`config.mk`:
```
export PLATFORM = sky130hd
export DESIGN_NAME = query_statement_guard_unit
export DESIGN_NICKNAME = d
export VERILOG_FILES = /design/src/qsg_pkg.sv /design/src/qsg_lexer.sv /design/src/query_statement_guard_unit.sv
export VERILOG_INCLUDE_DIRS = /design/src /design/src/src
export SDC_FILE = /design/constraint.sdc
export NUM_CORES = 1
export LEC_CHECK = 0
export BUFFER_PORTS_ARGS = -buffer_cell sky130_fd_sc_hd__buf_2
export CAP_MARGIN = 20
export CORE_UTILIZATION = 57
export DETAILED_ROUTE_END_ITERATION = 10
export PLACE_DENSITY = 0.74
export SETUP_SLACK_MARGIN = 0.1
export SYNTH_ARGS = -nofsm -noshare
export SYNTH_HDL_FRONTEND = slang
export SYNTH_HIERARCHICAL = 1
export SYNTH_SLANG_ARGS = --single-unit
```
`constraint.sdc`:
```
create_clock -name clk -period 15.04 [get_ports clk]
set_clock_uncertainty 0.05 [all_clocks]
set_input_delay 1.504 -clock clk [delete_from_list [all_inputs] [get_ports clk]]
set_output_delay 1.504 -clock clk [all_outputs]
set_load 0.05 [all_outputs]
```
`src/query_statement_guard_unit_defines.svh`:
```
`ifndef QUERY_STATEMENT_GUARD_UNIT_DEFINES_SVH
`define QUERY_STATEMENT_GUARD_UNIT_DEFINES_SVH

// same-cycle implication, checked on clk, idle during reset
`define QSG_ASSERT_NOW(label, ante, cons) \
  label: assert property (@(posedge clk) disable iff (!rst_n) (ante) |-> (cons)) \
    else $error("qsg assertion failed");

// next-cycle implication, checked on clk, idle during reset
`define QSG_ASSERT_NEXT(label, ante, cons) \
  label: assert property (@(posedge clk) disable iff (!rst_n) (ante) |=> (cons)) \
    else $error("qsg assertion failed");

`endif

```
`src/qsg_pkg.sv`:
```
package qsg_pkg;

  localparam int unsigned KW_MAX_CHARS = 8;
  localparam int unsigned TOK_IDX_W = $clog2(KW_MAX_CHARS);
  localparam int unsigned TOK_LEN_W = $clog2(KW_MAX_CHARS + 2);
  localparam int unsigned KW_COUNT = 5;
  localparam int unsigned KW_TEXT_LEN = 8;

  localparam logic [7:0] CH_SLASH = 8'h2F;
  localparam logic [7:0] CH_DASH = 8'h2D;
  localparam logic [7:0] CH_STAR = 8'h2A;
  localparam logic [7:0] CH_NL = 8'h0A;
  localparam logic [7:0] CH_SQUOTE = 8'h27;
  localparam logic [7:0] CH_DQUOTE = 8'h22;
  localparam logic [7:0] CH_LBRACK = 8'h5B;
  localparam logic [7:0] CH_RBRACK = 8'h5D;
  localparam logic [7:0] CH_SEMI = 8'h3B;

  typedef logic [7:0] tok_chars_t [KW_MAX_CHARS];

  typedef enum logic [2:0] {
    KW_SELECT   = 3'd0,
    KW_EVALUATE = 3'd1,
    KW_WITH     = 3'd2,
    KW_DEFINE   = 3'd3,
    KW_VAR      = 3'd4,
    KW_NONE     = 3'd5
  } kw_idx_t;

  typedef enum logic [1:0] {
    VD_ACCEPT      = 2'd0,
    VD_BAD_KEYWORD = 2'd1,
    VD_BATCH       = 2'd2
  } verdict_t;

  typedef struct packed {
    verdict_t verdict;
    kw_idx_t  keyword;
  } result_t;

  localparam logic [7:0] KW_TEXT [KW_COUNT][KW_TEXT_LEN] = '{
    '{"S", "E", "L", "E", "C", "T", 8'h00, 8'h00},
    '{"E", "V", "A", "L", "U", "A", "T", "E"},
    '{"W", "I", "T", "H", 8'h00, 8'h00, 8'h00, 8'h00},
    '{"D", "E", "F", "I", "N", "E", 8'h00, 8'h00},
    '{"V", "A", "R", 8'h00, 8'h00, 8'h00, 8'h00, 8'h00}
  };
  localparam int unsigned KW_LEN [KW_COUNT] = '{6, 8, 4, 6, 3};

  function automatic kw_idx_t match_keyword(input tok_chars_t chars,
                                            input logic [TOK_LEN_W-1:0] len);
    kw_idx_t idx;
    logic    hit;
    idx = KW_NONE;
    for (int k = KW_COUNT - 1; k >= 0; k--) begin
      hit = (len == TOK_LEN_W'(KW_LEN[k]));
      for (int n = 0; n < KW_TEXT_LEN; n++) begin
        if (n < KW_LEN[k] && chars[n] != KW_TEXT[k][n]) hit = 1'b0;
      end
      if (hit) idx = kw_idx_t'(k);
    end
    return idx;
  endfunction

endpackage

```
`src/qsg_lexer.sv`:
```
module qsg_lexer (
  input  logic              clk,
  input  logic              rst_n,
  input  logic              step,
  input  logic [7:0]        data_byte,
  input  logic              last,
  output qsg_pkg::result_t  result
);
  import qsg_pkg::*;

  typedef enum logic [2:0] {
    PH_TRIVIA = 3'b001,
    PH_TOKEN  = 3'b010,
    PH_DONE   = 3'b100
  } phase_t;

  typedef enum logic [7:0] {
    MD_NORMAL      = 8'b0000_0001,
    MD_LINE        = 8'b0000_0010,
    MD_BLOCK       = 8'b0000_0100,
    MD_BLOCK_STAR  = 8'b0000_1000,
    MD_QUOTE       = 8'b0001_0000,
    MD_QUOTE_END   = 8'b0010_0000,
    MD_BRACKET     = 8'b0100_0000,
    MD_BRACKET_END = 8'b1000_0000
  } mode_t;

  typedef enum logic [2:0] {
    PO_NONE  = 3'b001,
    PO_SLASH = 3'b010,
    PO_DASH  = 3'b100
  } opener_t;

  function automatic logic is_space(input logic [7:0] c);
    return c == 8'h20 || (c >= 8'h09 && c <= 8'h0D);
  endfunction

  function automatic logic is_word(input logic [7:0] c);
    return (c >= "a" && c <= "z") || (c >= "A" && c <= "Z") || c == "_";
  endfunction

  phase_t                phase_r, phase_nxt;
  mode_t                 mode_r, mode_nxt;
  opener_t               po_r, po_nxt;
  logic                  dquote_r, dquote_nxt;
  logic                  sep_r, sep_nxt;
  logic                  viol_r, viol_nxt;
  tok_chars_t            chars_r, chars_nxt;
  logic [TOK_LEN_W-1:0]  len_r, len_nxt;

  logic                  add_char, norm_path, do_norm, do_drop, opener;
  logic [7:0]            q_char, up_char;
  phase_t                phase_fin;
  logic                  viol_fin;
  kw_idx_t               kw;

  always_comb begin
    phase_nxt  = phase_r;
    mode_nxt   = mode_r;
    po_nxt     = po_r;
    dquote_nxt = dquote_r;
    sep_nxt    = sep_r;
    viol_nxt   = viol_r;
    chars_nxt  = chars_r;
    len_nxt    = len_r;
    add_char   = 1'b0;
    norm_path  = 1'b0;
    do_norm    = 1'b0;
    do_drop    = 1'b0;
    opener     = (data_byte == CH_SLASH) || (data_byte == CH_DASH);
    q_char     = dquote_r ? CH_DQUOTE : CH_SQUOTE;
    up_char    = (data_byte >= "a" && data_byte <= "z") ? (data_byte & 8'hDF) : data_byte;

    if (phase_r == PH_TOKEN) begin
      if (is_word(data_byte)) add_char = 1'b1;
      else phase_nxt = PH_DONE;
    end

    case (mode_r)
      MD_NORMAL: norm_path = 1'b1;
      MD_LINE: begin
        if (data_byte == CH_NL) mode_nxt = MD_NORMAL;
      end
      MD_BLOCK: begin
        if (data_byte == CH_STAR) mode_nxt = MD_BLOCK_STAR;
      end
      MD_BLOCK_STAR: begin
        if (data_byte == CH_SLASH) mode_nxt = MD_NORMAL;
        else if (data_byte != CH_STAR) mode_nxt = MD_BLOCK;
      end
      MD_QUOTE: begin
        if (data_byte == q_char) mode_nxt = MD_QUOTE_END;
      end
      MD_QUOTE_END: begin
        if (data_byte == q_char) begin
          mode_nxt = MD_QUOTE;
        end else begin
          mode_nxt = MD_NORMAL;
          do_norm  = 1'b1;
        end
      end
      MD_BRACKET: begin
        if (data_byte == CH_RBRACK) mode_nxt = MD_BRACKET_END;
      end
      MD_BRACKET_END: begin
        if (data_byte == CH_RBRACK) begin
          mode_nxt = MD_BRACKET;
        end else begin
          mode_nxt = MD_NORMAL;
          do_norm  = 1'b1;
        end
      end
      default: norm_path = 1'b1;
    endcase

    if (norm_path) begin
      mode_nxt = MD_NORMAL;
      if (po_r == PO_SLASH && data_byte == CH_SLASH) begin
        po_nxt   = PO_NONE;
        mode_nxt = MD_LINE;
      end else if (po_r == PO_SLASH && data_byte == CH_STAR) begin
        po_nxt   = PO_NONE;
        mode_nxt = MD_BLOCK;
      end else if (po_r == PO_DASH && data_byte == CH_DASH) begin
        po_nxt   = PO_NONE;
        mode_nxt = MD_LINE;
      end else begin
        do_drop = (po_r != PO_NONE);
        do_norm = 1'b1;
      end
    end

    // a pending opener that starts no comment is plain text
    if (do_drop) begin
      po_nxt = PO_NONE;
      if (sep_nxt) viol_nxt = 1'b1;
      if (phase_nxt == PH_TRIVIA) phase_nxt = PH_DONE;
    end

    if (do_norm) begin
      if (phase_nxt == PH_TRIVIA && !is_space(data_byte) && !opener) begin
        if (is_word(data_byte)) begin
          phase_nxt = PH_TOKEN;
          add_char  = 1'b1;
        end else begin
          phase_nxt = PH_DONE;
        end
      end
      if (opener) begin
        po_nxt = (data_byte == CH_SLASH) ? PO_SLASH : PO_DASH;
      end else if (sep_nxt) begin
        if (!is_space(data_byte)) viol_nxt = 1'b1;
      end else if (data_byte == CH_SQUOTE || data_byte == CH_DQUOTE) begin
        mode_nxt   = MD_QUOTE;
        dquote_nxt = (data_byte == CH_DQUOTE);
      end else if (data_byte == CH_LBRACK) begin
        mode_nxt = MD_BRACKET;
      end else if (data_byte == CH_SEMI) begin
        sep_nxt = 1'b1;
      end
    end

    if (add_char) begin
      if (len_r < TOK_LEN_W'(KW_MAX_CHARS)) begin
        chars_nxt[len_r[TOK_IDX_W-1:0]] = up_char;
        len_nxt = len_r + 1'b1;
      end else begin
        len_nxt = TOK_LEN_W'(KW_MAX_CHARS + 1);
      end
    end

    // end of statement: a trailing opener is plain text too
    phase_fin = phase_nxt;
    viol_fin  = viol_nxt;
    if (po_nxt != PO_NONE) begin
      if (sep_nxt) viol_fin = 1'b1;
      if (phase_fin == PH_TRIVIA) phase_fin = PH_DONE;
    end

    kw = (phase_fin == PH_TRIVIA) ? KW_NONE : match_keyword(chars_nxt, len_nxt);
    result.keyword = kw;
    if (kw == KW_NONE) result.verdict = VD_BAD_KEYWORD;
    else if (viol_fin) result.verdict = VD_BATCH;
    else result.verdict = VD_ACCEPT;
  end

  always_ff @(posedge clk) begin
    if (!rst_n) begin
      phase_r  <= PH_TRIVIA;
      mode_r   <= MD_NORMAL;
      po_r     <= PO_NONE;
      dquote_r <= 1'b0;
      sep_r    <= 1'b0;
      viol_r   <= 1'b0;
      len_r    <= '0;
    end else if (step) begin
      if (last) begin
        phase_r  <= PH_TRIVIA;
        mode_r   <= MD_NORMAL;
        po_r     <= PO_NONE;
        dquote_r <= 1'b0;
        sep_r    <= 1'b0;
        viol_r   <= 1'b0;
        len_r    <= '0;
      end else begin
        phase_r  <= phase_nxt;
        mode_r   <= mode_nxt;
        po_r     <= po_nxt;
        dquote_r <= dquote_nxt;
        sep_r    <= sep_nxt;
        viol_r   <= viol_nxt;
        len_r    <= len_nxt;
      end
    end
  end

  always_ff @(posedge clk) begin
    if (step) chars_r <= chars_nxt;
  end

endmodule

```
`src/query_statement_guard_unit.sv`:
```
// query statement guard: checks the leading keyword and batch separators of a statement
// input channel: in_data_byte, in_last with in_valid/in_ready, one byte per transfer;
//   in_last marks the final byte of a statement, every statement has at least one byte
// output channel: out_verdict, out_keyword_index with out_valid/out_ready, exactly one
//   transfer per statement, made for its last byte, none for the other bytes
// verdict: 0 accepted, 1 leading token is not an allowed keyword, 2 ';' followed by text
// keyword_index: 0 SELECT, 1 EVALUATE, 2 WITH, 3 DEFINE, 4 VAR, 5 no match
// throughput: one byte per cycle while no last byte waits on the output register; the
//   lexer state steps from the input register, so consecutive bytes flow without gaps
// result path: the last byte's result is loaded into the output register as that byte
//   leaves the input register, provided the output register is free by then
// stall: while a result waits on out_ready, non-last bytes still flow through the lexer;
//   a last byte holds in the input register, and in_ready drops, until the output frees
// reset: synchronous, active low on rst_n; it empties the input and output registers and
//   returns the lexer to leading-trivia state, ready for a new statement next cycle
module query_statement_guard_unit (
  input  logic       clk,
  input  logic       rst_n,
  input  logic       in_valid,
  output logic       in_ready,
  input  logic [7:0] in_data_byte,
  input  logic       in_last,
  output logic       out_valid,
  input  logic       out_ready,
  output logic [1:0] out_verdict,
  output logic [2:0] out_keyword_index
);
  import qsg_pkg::*;

  `include "query_statement_guard_unit_defines.svh"

  logic       s1_valid_r, s1_valid_nxt;
  logic [7:0] s1_byte_r;
  logic       s1_last_r;
  logic       out_valid_r, out_valid_nxt;
  result_t    out_res_r;
  result_t    lex_res;
  logic       advance;

  assign advance  = s1_valid_r && (!s1_last_r || !out_valid_r || out_ready);
  assign in_ready = !s1_valid_r || advance;

  qsg_lexer u_lexer (
    .clk       (clk),
    .rst_n     (rst_n),
    .step      (advance),
    .data_byte (s1_byte_r),
    .last      (s1_last_r),
    .result    (lex_res)
  );

  always_comb begin
    s1_valid_nxt = s1_valid_r;
    if (in_valid && in_ready) s1_valid_nxt = 1'b1;
    else if (advance) s1_valid_nxt = 1'b0;

    out_valid_nxt = out_valid_r;
    if (advance && s1_last_r) out_valid_nxt = 1'b1;
    else if (out_ready) out_valid_nxt = 1'b0;
  end

  always_ff @(posedge clk) begin
    if (!rst_n) begin
      s1_valid_r  <= 1'b0;
      out_valid_r <= 1'b0;
    end else begin
      s1_valid_r  <= s1_valid_nxt;
      out_valid_r <= out_valid_nxt;
    end
  end

  always_ff @(posedge clk) begin
    if (in_valid && in_ready) begin
      s1_byte_r <= in_data_byte;
      s1_last_r <= in_last;
    end
    if (advance && s1_last_r) out_res_r <= lex_res;
  end

  assign out_valid         = out_valid_r;
  assign out_verdict       = out_res_r.verdict;
  assign out_keyword_index = out_res_r.keyword;

  // a last byte must not overwrite a result still waiting downstream
  `QSG_ASSERT_NOW(a_last_holds_on_stall,
                  s1_valid_r && s1_last_r && out_valid_r && !out_ready, !in_ready)
  // a last byte leaving the input register always produces a result
  `QSG_ASSERT_NEXT(a_last_gives_result, advance && s1_last_r, out_valid_r)
  // no keyword match always reports the bad-keyword verdict
  `QSG_ASSERT_NOW(a_none_is_bad_keyword,
                  out_valid_r && out_res_r.keyword == KW_NONE,
                  out_res_r.verdict == VD_BAD_KEYWORD)
  // a bad-keyword verdict only comes with no match
  `QSG_ASSERT_NOW(a_bad_keyword_is_none,
                  out_valid_r && out_res_r.verdict == VD_BAD_KEYWORD,
                  out_res_r.keyword == KW_NONE)

endmodule
```
[Word-level counts from Yosys, hierarchy flattened]
Index checks and enable logic that the tools add are counted.
Widths: inputs -> output; s select.
Cells by class
  add/sub/neg operators: 1
  $lt $le $gt $ge: 9
  equal/unequal tests: 62
  mux-type cells: 123
  bitwise gates (word level): 1
  reduce and logical (&&, ||, !) cells: 31
Operator list (count)
  $ne 8x7->1 const B: 26
  $mux 64: 2
  $mux 8: 16
  $mux 3: 25
  $mux 1: 68
  $bwmux 64: 1
  $eq 8x6->1 const B: 8
  $pmux 8 s7: 1
  $eq 8x7->1 const B: 4
  $demux 8 s3: 1
  $eq 8x4->1 const B: 2
  $ge 8x7->1 const B: 2
  $le 8x7->1 const B: 2
  $eq 3x1->1 const B: 4
  $logic_and 1x1->1: 12
  $mux 4: 3
  $eq 4x3->1 const B: 2
  $eq 8x2->1 const B: 1
  $eq 8x3->1 const B: 1
  $eq 8x5->1 const B: 1
  $eq 8x6->1: 1
  $eq 8x8->1 const B: 1
  $ge 8x4->1 const B: 1
  $le 8x4->1 const B: 1
  22 further kinds: 41
Storage, ports and cells
  register bits after elaboration: 101
  output and inout bits: 7

[Logic depth before layout (Yosys ltp)]
  depth in word-level cells: 28
  gate-level depth with buffers: 14

[Cells and area by module]
The synthesis kept the hierarchy.
By module, submodules not included
  qsg_lexer: instances 1, cells each 636, area each 5572.8 sq um
  query_statement_guard_unit: instances 1, cells each 26, area each 538.0 sq um

[Least setup slack after synthesis]
OpenSTA, ideal clock, no wires.
  kind: input-to-reg
  start: input port out_ready
  end: register u_lexer.mode_r[3]
  arrival: 6.177 ns
  data required time: 14.925 ns
  path slack: 8.748 ns
  cell stages on the path: 9
  path buffers: 1
  cells stage by stage: and2b_1 -> a21boi_1 -> clkbuf_1 -> clkinv_1 -> a21oi_1 -> nand2_1 -> o31ai_1 -> a21oi_1 -> nor2b_1
Between the ends
  word-level cells in the longest chain between the ends: 2
Ends and longest elaborated chain
  start, declared: RTL line query_statement_guard_unit.sv:24  | input logic out_ready,
  $logic_or 1x1->1: RTL line query_statement_guard_unit.sv:40  | assign advance = s1_valid_r && (!s1_last_r || !out_valid_r || out_ready);
  $logic_and 1x1->1: RTL line query_statement_guard_unit.sv:40
  net advance: RTL line query_statement_guard_unit.sv:38  | logic advance;
  end signal, assigned: RTL line qsg_lexer.sv:207  | mode_r <= mode_nxt;
  end, declared: RTL line qsg_lexer.sv:43  | mode_t mode_r, mode_nxt;
The timed path passes the listed nets, and every way through them passes these cells.
A chain may end at the register's enable or synchronous reset.

==> flow_metrics.tcl <==
set metrics [dict create \
    outcome "complete, no violations" \
    p_leak_nw 2.19 \
    wirelength_mm 16.9 \
    irDropWorstVdd_mv 0.0750 \
    setup_violations 0 \
    finalCritPeriodShare 0.391 \
    r2r_setup_slack_ns 9.15 \
    cpMaxStageDelayCell "edfxtp_1" \
    die_h_um 106 \
    synth_nets 676 \
    min_from "u_lexer/viol_r" \
    globalplace.congestion 0.977 \
    cp-end-kind "register" \
    num_rows 37 \
    cts_buffers 9 \
    cts_resized 0 \
    criticalPathCategory "register to register" \
    stdcell_area_mm2 0.00649 \
    synth_edf_count 78 \
    async_reset_ff_frac 0 \
    synth_cells 662 \
    fillers 887 \
    worst_slew_pin_slew_ns 1.08 \
    antenna_left 0 \
    synthFlopType "edfxtp_1" \
    num_vias 5332 \
    slew_violations 0 \
    insertion_delay_ns 0.39 \
    synth_common_cells "78 x edfxtp_1, 78 x nand2_1, 45 x nor2_1" \
    synth-seq-area-share 0.459 \
    viasPerCell 6.67 \
    route.detailed.drc 0 \
    cts_tree "done" \
    final_nets 673 \
    core_area_mm2 0.0104 \
    cts_num_sinks 101 \
    ys_warn_count 6 \
    htree_levels 3 \
    min_to "u_lexer/viol_r" \
    ios 20 \
    dp_hpwl_mm 12.1 \
    syn2layout_area_growth_pct 6.24 \
    root_buffer "clkbuf_8" \
    drt-initial-drc-count 485 \
    grt_max_degree 83 \
    fp.dieW_um 106 \
    clockBufferDepth 2 \
    antenna_found_initial 0 \
    setup_tns_ns 0 \
    grt_setup_unrepaired "no" \
    min_period_ns 5.89 \
    first_pass_iters 5 \
    r2r-start "s1_byte_r[1]" \
    place_area_mm2 0.00627 \
    cts-hold-fix-buffers 0 \
    holdCritPathClass "register to register" \
    start_util 0.589 \
    syn_avg_cell_area_um2 9.23 \
    crit_path_max_fanout 25 \
    grt_pass1_wl_mm 26.6 \
    ys_ff_latch 101 \
    synth_area_mm2 0.00611 \
    post-synth-top-area-cell "edfxtp_1" \
    timing.rr.end "out_verdict[0]" \
    synth_top_cell_area_share 0.383 \
    finalPower_mw 0.578 \
    hold_depth 2 \
    power.density_mw_per_mm2 89.0 \
    hold_viol 0 \
    grt_pass1_vias 4939 \
    clock.fmax_mhz 170 \
    avgRoutedWirePerCell_um 21.2 \
    grt-ovfl-total 0 \
    multi_input_area_mm2 0.00310 \
    grtUsageTotal 0.315 \
    startpoint_type "register" \
    maxCapViolCount 0 \
    regArea_mm2 0.00280 \
    cp.arrival_ns 5.96 \
    hold_slack_ns 0.440 \
    die_area_mm2 0.0111 \
    diodes 0 \
    path_clk_slew_ns 0.11 \
    synthTopCellsByArea "edfxtp_1 38%, dfxtp_1 7.5%, nand2_1 4.8%" \
    critPathMaxStageDelay_ns 0.97 \
    max_slew_margin 0.273 \
    ys_types 76 \
    reg2reg_depth 11 \
    cp_cell_sequence "or4bb_1, nor2_1, a21oi_2, a311o_1, o21ai_1, nand3_1, mux2_2, nor4b_1, nand4_1, o31ai_1, o21ai_0" \
    critPathRequiredTime_ns 15.12 \
    layout-drive-gt1-share 0.0964 \
    post-cts-setup-buffers 0 \
    portBuffers 19 \
]
[layer usage]
metal | up-vias | global-route usage | wire length, um
met3 | 39 | 0.0625 | 1300
met4 | 0 | 0.125 | 396
met1 | 2554 | 0.417 | 7230
met2 | 254 | 0.508 | 8020
li1 | 2485 | - | -
met5 | - | 0 | 0
[worst max-delay path by stage]
stage / slack (ns) / end / cells past startpoint / start
global placement: 9.40 / out_verdict[0] / 11 / s1_byte_r[1]
finish: 9.15 / out_verdict[0] / 11 / s1_byte_r[1]
detailed placement: 9.35 / out_verdict[0] / 11 / s1_byte_r[1]
floorplan: 8.75 / u_lexer/mode_r[3] / 9 / out_ready
CTS: 9.32 / out_verdict[0] / 11 / s1_byte_r[1]
global route: 8.98 / out_verdict[0] / 11 / s1_byte_r[1]
[layout make-up]
cell class	instances	area share
clock buffers	10	0.0197
well taps	136	0.0262
multi-input cells	503	0.477
inverters	22	0.0127
clock inverters	6	0.0146
flip-flops and latches	101	0.432
repair buffers	22	0.0181
[critical path, delay by kind of cell (launching register included)]
kind | cells | cell delay (ns)
AOI/OAI and AO/OA | 5 | 1.89
DFF | 1 | 0.97
and+or+nand+nor | 5 | 2.26
muxes | 1 | 0.44
[power by group]
| group | switching [mW] | internal (mW) | total (mW) |
|---|---|---|---|
| registers | 0.0114 | 0.311 | 0.322 |
| clock network | 0.101 | 0.0956 | 0.196 |
| logic | 0.0403 | 0.0189 | 0.0592 |
| total | 0.153 | 0.425 | 0.578 |
[registers in the layout (all words and copies together), names as in the netlist]
register	flops
out_verdict	2
u_lexer/chars_r	64
u_lexer/phase_r	3
u_lexer/po_r	3
u_lexer/sep_r	1
out_keyword_index	3
s1_last_r	1
u_lexer/dquote_r	1
out_valid	1
u_lexer/viol_r	1
s1_byte_r	8
u_lexer/len_r	4
s1_valid_r	1
u_lexer/mode_r	8
[metrics by stage]
stage | std cells | util | setup WS (ns)
after floorplan | 662 | - | 8.75
after global placement | 784 | 0.605 | 9.40
after detailed placement | 784 | 0.605 | 9.35
after CTS | 800 | 0.626 | 9.32
after global routing | 800 | 0.626 | 8.98
final | 800 | 0.626 | 9.15
[cell usage in the layout (no fill, tap or decap), types with 4 or more instances in the layout]
master | Yosys | routed
buf_2 | 4 | 19
mux2i_1 | 9 | 9
or3_1 | 4 | 4
a221o_1 | 4 | 4
nor2b_1 | 22 | 22
nand2b_1 | 20 | 20
nor2_1 | 45 | 45
nand2_1 | 78 | 78
mux2_2 | 7 | 7
nor3_1 | 32 | 32
a211oi_1 | 4 | 4
a21oi_1 | 27 | 27
a21boi_0 | 5 | 5
o221ai_1 | 4 | 4
or4_1 | 6 | 6
or2_2 | 5 | 5
o21ai_1 | 4 | 4
nor3b_1 | 11 | 11
o22ai_1 | 4 | 4
dfxtp_1 | 23 | 23
inv_1 | 20 | 20
and2_1 | 28 | 28
nand3_1 | 20 | 20
o211ai_1 | 8 | 8
o21ai_0 | 42 | 42
clkbuf_8 | 0 | 9
nor4_1 | 11 | 11
a21boi_1 | 5 | 4
a31oi_1 | 11 | 11
nor4b_1 | 7 | 7
o32ai_1 | 4 | 4
o31ai_1 | 4 | 4
a21o_1 | 4 | 4
edfxtp_1 | 78 | 78
nand4_1 | 10 | 10
[logic make-up after synthesis]
kind of cell | count (synthesis) | share of synthesized area
XOR/XNOR | 4 | 0.00573
multiplexers | 16 | 0.0276
buffers and inverters | 58 | 0.0364
adder cells (fa/ha/maj) | 1 | 0.00205
AO/OA/AOI/OAI | 164 | 0.188
AND/OR/NAND/NOR | 318 | 0.282
flip-flops | 101 | 0.459
Power figures use the tool's default switching activity.
